$ cat src/hdl/gha_pkg.sv
// Shared types and codes for the generational handle allocator.
package gha_pkg;

    typedef enum logic [1:0] {
        ACT_GRANT   = 2'd0,
        ACT_RECYCLE = 2'd1,
        ACT_LOOKUP  = 2'd2,
        ACT_RESERVE = 2'd3
    } t_action;

    localparam logic [1:0] STS_OK    = 2'd0;
    localparam logic [1:0] STS_FULL  = 2'd1;
    localparam logic [1:0] STS_STALE = 2'd2;

    typedef enum logic [2:0] {
        S_CLEAR,
        S_IDLE,
        S_DISPATCH,
        S_POP,
        S_BUMP,
        S_CHECK
    } t_state;

    // What the datapath finishes with in the current cycle.
    typedef enum logic [2:0] {
        RES_NONE,
        RES_RESERVE,
        RES_FREE,
        RES_LOOKUP,
        RES_FRESH,
        RES_BUMP,
        RES_FULL,
        RES_STALE
    } t_res;

    typedef struct packed {
        logic latch;
        logic clr;
        logic pop;
        t_res res;
    } t_cmd;

    typedef struct packed {
        t_action action;
        logic    has_free;
        logic    fresh_ok;
        logic    in_range;
        logic    match;
        logic    clr_last;
    } t_stat;

endpackage

$ cat src/hdl/gha_ctrl.sv
// Sequencer that steps each request through the slot table and free stack.
module gha_ctrl import gha_pkg::*; (
    input  logic  i_clk,
    input  logic  i_rst_n,
    input  logic  i_start,
    input  t_stat i_stat,
    output logic  o_busy,
    output t_cmd  o_cmd
);

    t_state r_state;
    t_state n_state;

    always_ff @(posedge i_clk) begin
        if (!i_rst_n) begin
            r_state <= S_CLEAR;
        end else begin
            r_state <= n_state;
        end
    end

    always_comb begin
        n_state = r_state;
        case (r_state)
            S_CLEAR: begin
                if (i_stat.clr_last) n_state = S_IDLE;
            end
            S_IDLE: begin
                if (i_start) n_state = S_DISPATCH;
            end
            S_DISPATCH: begin
                n_state = S_IDLE;
                case (i_stat.action)
                    ACT_GRANT: begin
                        if (i_stat.has_free) n_state = S_POP;
                    end
                    ACT_RECYCLE, ACT_LOOKUP: begin
                        if (i_stat.in_range) n_state = S_CHECK;
                    end
                    default: n_state = S_IDLE;
                endcase
            end
            S_POP:   n_state = S_BUMP;
            S_BUMP:  n_state = S_IDLE;
            S_CHECK: n_state = S_IDLE;
            default: n_state = S_IDLE;
        endcase
    end

    always_comb begin
        o_cmd       = '0;
        o_cmd.res   = RES_NONE;
        o_busy      = 1'b1;
        case (r_state)
            S_CLEAR: o_cmd.clr = 1'b1;
            S_IDLE: begin
                o_busy      = 1'b0;
                o_cmd.latch = i_start;
            end
            S_DISPATCH: begin
                case (i_stat.action)
                    ACT_GRANT: begin
                        if (i_stat.has_free) begin
                            o_cmd.res = RES_NONE;
                        end else if (i_stat.fresh_ok) begin
                            o_cmd.res = RES_FRESH;
                        end else begin
                            o_cmd.res = RES_FULL;
                        end
                    end
                    ACT_RECYCLE, ACT_LOOKUP: begin
                        if (!i_stat.in_range) o_cmd.res = RES_STALE;
                    end
                    ACT_RESERVE: begin
                        o_cmd.res = i_stat.in_range ? RES_RESERVE : RES_STALE;
                    end
                    default: o_cmd.res = RES_NONE;
                endcase
            end
            S_POP:  o_cmd.pop = 1'b1;
            S_BUMP: o_cmd.res = RES_BUMP;
            S_CHECK: begin
                if (!i_stat.match) begin
                    o_cmd.res = RES_STALE;
                end else if (i_stat.action == ACT_RECYCLE) begin
                    o_cmd.res = RES_FREE;
                end else begin
                    o_cmd.res = RES_LOOKUP;
                end
            end
            default: o_cmd.res = RES_NONE;
        endcase
    end

endmodule

$ cat config.mk
export PLATFORM = sky130hd
export DESIGN_NAME = gha_ctrl
export DESIGN_NICKNAME = d
export VERILOG_FILES = /design/src/hdl/gha_pkg.sv /design/src/hdl/gha_ctrl.sv
export SDC_FILE = /design/constraint.sdc
export NUM_CORES = 1
export LEC_CHECK = 0
export BUFFER_PORTS_ARGS = -buffer_cell sky130_fd_sc_hd__clkbuf_2
export CAP_MARGIN = 25
export CELL_PAD_IN_SITES_DETAIL_PLACEMENT = 0
export CELL_PAD_IN_SITES_GLOBAL_PLACEMENT = 1
export CORE_AREA = 5 5 42 44
export DETAILED_ROUTE_END_ITERATION = 10
export DIE_AREA = 0 0 47 49
export GPL_TIMING_DRIVEN = 0
export PLACE_DENSITY = 0.72
export SYNTH_ARGS = -nofsm -noshare
export SYNTH_HDL_FRONTEND = slang
export SYNTH_SLANG_ARGS = --single-unit
$ cat constraint.sdc
create_clock -name i_clk -period 1.4 [get_ports i_clk]
set_input_delay 0 -clock i_clk [delete_from_list [all_inputs] [get_ports i_clk]]
set_output_delay 0 -clock i_clk [all_outputs]
set_load 0.02 [all_outputs]
# [Word-level counts from Yosys, hierarchy flattened]
# Index checks and enable logic that the tools add are counted.
[totals] ff_bits=3 input_bits=10
[op_classes] n_eq_ne=10 mux=18 n_reduce_logical=4
[op_table] op="$mux W3" n=7
[op_table] op="$pmux W3 S3" n=2
[op_table] op="$pmux W3 S4" n=1
[op_table] op="$eq A3 B2 Y1 const B" n=2
[op_table] op="$eq A3 B3 Y1 const B" n=2
[op_table] op="$pmux W3 S2" n=1
[op_table] op="$mux W1" n=5
[op_table] op="$eq A2 B2 Y1 const B" n=2
[op_table] op="$mux W2" n=2
[op_table] op="$ne A2 B2 Y1 const B" n=2
[op_table] op="$eq A3 B1 Y1 const B" n=1
[op_table] op="$logic_not A3 Y1" n=1
[op_table] op="$eq A2 B1 Y1 const B" n=1
[op_table] op="$logic_not A2 Y1" n=1
[op_table] op="$reduce_and A2 Y1" n=1
[op_table] op="$reduce_or A2 Y1" n=1

# [Logic depth before layout (Yosys ltp)]
[logic_depth] word_depth=4 ltp_mapped=5 mapped_depth_nobuf=5

# [Least setup slack after synthesis]
# OpenSTA, ideal clock, no wires.
[synth_timing] path_type="register to output" startpoint="reg r_state[0]" endpoint="out o_cmd[3] (netlist bit)" arrival_ps=1090 slack_ps=310 stages_incl_launch_ff=4 path_buffers=1 path_cell_list="dfxtp_1 buf_4 inv_1 nor3b_1"
[synth_rtl] item="start, declared" line_no="gha_ctrl.sv:11" source="t_state r_state;"
[synth_rtl] item="start signal, assigned" line_no="gha_ctrl.sv:18" source="r_state <= n_state;"
[synth_rtl] item="end, declared" line_no="gha_ctrl.sv:8" source="output t_cmd o_cmd"

==> results.py <==
metrics = {
    "global_routing": {
        "grt_overflow": 0,
        "grt_util_all_layers": 0.0879,
        "grt_pass1_vias": 361,
        "grt_max_degree": 11,
        "antenna_found_initial": 0,
        "grt_pass1_wl_um": 1450,
    },
    "detailed_routing": {
        "drt_iter0_drc": 5,
        "via_per_inst": 4.64,
        "wl_per_cell_um": 10.5,
        "dr.pass1.iters": 4,
        "ant_nets": 0,
        "vias": 376,
        "drc": 0,
        "drt-total-wl_um": 849,
    },
    "sta": {
        "setup_tns_ns": 0,
        "relSlewSlack": 0.771,
        "skew_ns": 0.00461,
        "final_hold_viol_count": 0,
        "worst_pin_slew_ns": 0.342,
        "holdWs_ns": 0.00682,
        "rsz0062_at_grt": "no",
        "drv_slew": 0,
        "finalSetupViolCount": 0,
        "finalCritPeriodShare": 0.923,
        "fin_crit_ns": 1.29,
        "fmax_mhz": 774,
    },
    "setup_path": {
        "cp_cell_sequence": "buf_4 > nor4b_4 > a22o_1 > clkbuf_2",
        "crit_path_max_incr_delay_ns": 0.29,
        "worstSetupStartpointType": "register",
        "crit_path_end_kind": "primary output",
        "critical_path_class": "register to primary output",
        "crit_fanout": 10,
        "crit_required_ns": 1.40,
        "critPathSlowestCell": "dfxtp_1",
        "cp.arrival_ns": 1.29,
    },
    "clocking": {
        "ctsResizeCount": 0,
        "worstSkewPairLatency_ns": 0.24,
        "tritoncts": "done",
        "numClockSinks": 3,
        "post_cts_buffers": 0,
        "cts_buffer_depth": 2,
        "path_clk_slew_ns": 0.04,
        "cts_root_buf": "clkbuf_4",
        "cts_buffers": 3,
        "cts_hold_buf": 0,
        "h-tree-depth": 1,
    },
    "logic_synthesis": {
        "synth_fp_nets": 60,
        "synth.distinct_cells": 24,
        "ys_seq_area_frac": 0.166,
        "avgSynthCellArea_um2": 8.04,
        "synth_cells": 45,
        "synth_warnings": 0,
        "ys_ff_latch": 3,
        "syn-cell-area_um2": 362,
    },
    "layout": {
        "antenna-diode-count": 0,
        "largest_register_ffs": 3,
        "regArea_um2": 60.1,
        "area_growth_pct": 39.1,
        "largest-register": "r_state",
        "final_net_count": 81,
        "fillerInstances": 155,
        "drive_gt1_frac": 0.369,
        "finalNonFillerCells": 81,
        "multi_input_area_um2": 277,
        "reg_top3": "r_state: 3 flops",
    },
    "place": {
        "port_buffers": 16,
        "gp_congestion": 0.752,
        "placed_cells": 77,
        "hpwl_um": 715,
    },
    "floorplan": {
        "die_y_um": 49,
        "boundaryPins": 17,
        "fp-row-count": 14,
        "core_area_um2": 1400,
        "initial_core_util": 0.258,
        "die_w_um": 47,
        "dieArea_um2": 2300,
    },
    "power_and_ir_drop": {
        "p_per_area_nw_per_um2": 723,
        "leakagePower_nw": 0.250,
        "power.total_w": 0.000364,
        "ir_worst_vdd_v": 0.000235,
    },
    "flow_run": {
        "drv_cap": 0,
    },
    "run_status": {
        "status": "finished clean",
    },
    "hold_path": {
        "hold_path_class": "primary input to register",
    },
}
[worst paths after layout]
kind / startpoint / to / slack, ns / cells past startpoint
worst max register to register: r_state[1] / r_state[0] / 0.41 / 3
worst max-delay path: r_state[2] / o_cmd[1] / 0.11 / 4
worst min register to register: r_state[2] / r_state[2] / 0.58 / 2
worst min-delay path: i_rst_n / r_state[0] / 0.007 / 2
[cells in the final DEF, fill, tap and decap left out, drive strengths merged]
cell type / count
nor2b: 2
nor3b: 2
nor4b: 1
nand3: 1
nand2b: 1
and3b: 1
clkbuf: 19
nand4b: 1
dfxtp: 3
a21o: 1
and2b: 1
and3: 1
inv: 3
a21oi: 4
nor4bb: 1
buf: 4
o31a: 1
ha: 5
a22o: 1
nor2: 2
nor3: 2
o21ai: 4
nand2: 1
nand3b: 1
o21a: 2
[where the power goes]
part / internal, W / switching (W) / leakage (nW)
clock network: 0.000107 / 0.0000480 / 0.0150
registers: 0.0000905 / 0.00000394 / 0.0246
logic: 0.0000520 / 0.0000623 / 0.211
total: 0.000249 / 0.000114 / 0.250
[stage by stage]
| stage | worst slack (ns) | instance area, µm² | util |
|---|---|---|---|
| finish | 0.108 | 503 | 0.359 |
| global route | 0.00336 | 503 | 0.359 |
| CTS | 0.0325 | 488 | 0.348 |
| detailed placement | 0.240 | 462 | 0.329 |
| global placement | 0.238 | 462 | 0.329 |
| floorplan | 0.310 | 362 | - |
[cells by family after synthesis]
kind of cell             synth area share
adder cells (fa/ha/maj)             0.173
flip-flops                          0.166
AO/OA/AOI/OAI                       0.225
AND/OR/NAND/NOR                     0.343
buffers and inverters              0.0934
[routing by layer]
layer	wire length, µm	vias to the layer above	track usage
met4	16	0	0.0691
met2	405	12	0.127
met1	364	162	0.103
li1	-	200	-
met3	63	2	0.0258
met5	0	-	0
[cells in the mapped netlist]
| cell type | number | area share |
|---|---|---|
| nor2b_1 | 2 | 0.035 |
| nand4b_1 | 1 | 0.024 |
| a22o_1 | 1 | 0.024 |
| dfxtp_1 | 3 | 0.17 |
| nor3_1 | 2 | 0.028 |
| buf_4 | 3 | 0.062 |
| nand2b_1 | 1 | 0.017 |
| and3b_1 | 1 | 0.024 |
| and3_1 | 1 | 0.017 |
| nand3b_1 | 1 | 0.021 |
| and2b_1 | 1 | 0.021 |
| nand3_1 | 1 | 0.014 |
| o21ai_0 | 4 | 0.055 |
| nor4b_2 | 1 | 0.042 |
| nand2_1 | 1 | 0.010 |
| inv_1 | 3 | 0.031 |
| o31a_1 | 1 | 0.024 |
| nor2_1 | 2 | 0.021 |
| a21oi_1 | 4 | 0.055 |
| nor4bb_1 | 1 | 0.028 |
| a21o_2 | 1 | 0.024 |
| ha_1 | 5 | 0.17 |
| o21a_1 | 2 | 0.042 |
| nor3b_1 | 2 | 0.042 |
[critical path, delay by kind of cell (launching register included)]
kind            cells  cell delay [ns]
simple gates        1             0.29
buf+inv             2             0.32
flops               1             0.29
compound gates      1             0.16
[final cells by class]
| class | instances | area share |
|---|---|---|
| plain buffers | 3 | 0.0522 |
| clock buffers | 4 | 0.0522 |
| inverters | 3 | 0.0224 |
| multi-input cells | 36 | 0.550 |
| flip-flops and latches | 3 | 0.119 |
| well taps | 16 | 0.0398 |
| repair buffers | 16 | 0.164 |
Note: power is estimated with default switching activity, not from simulation.
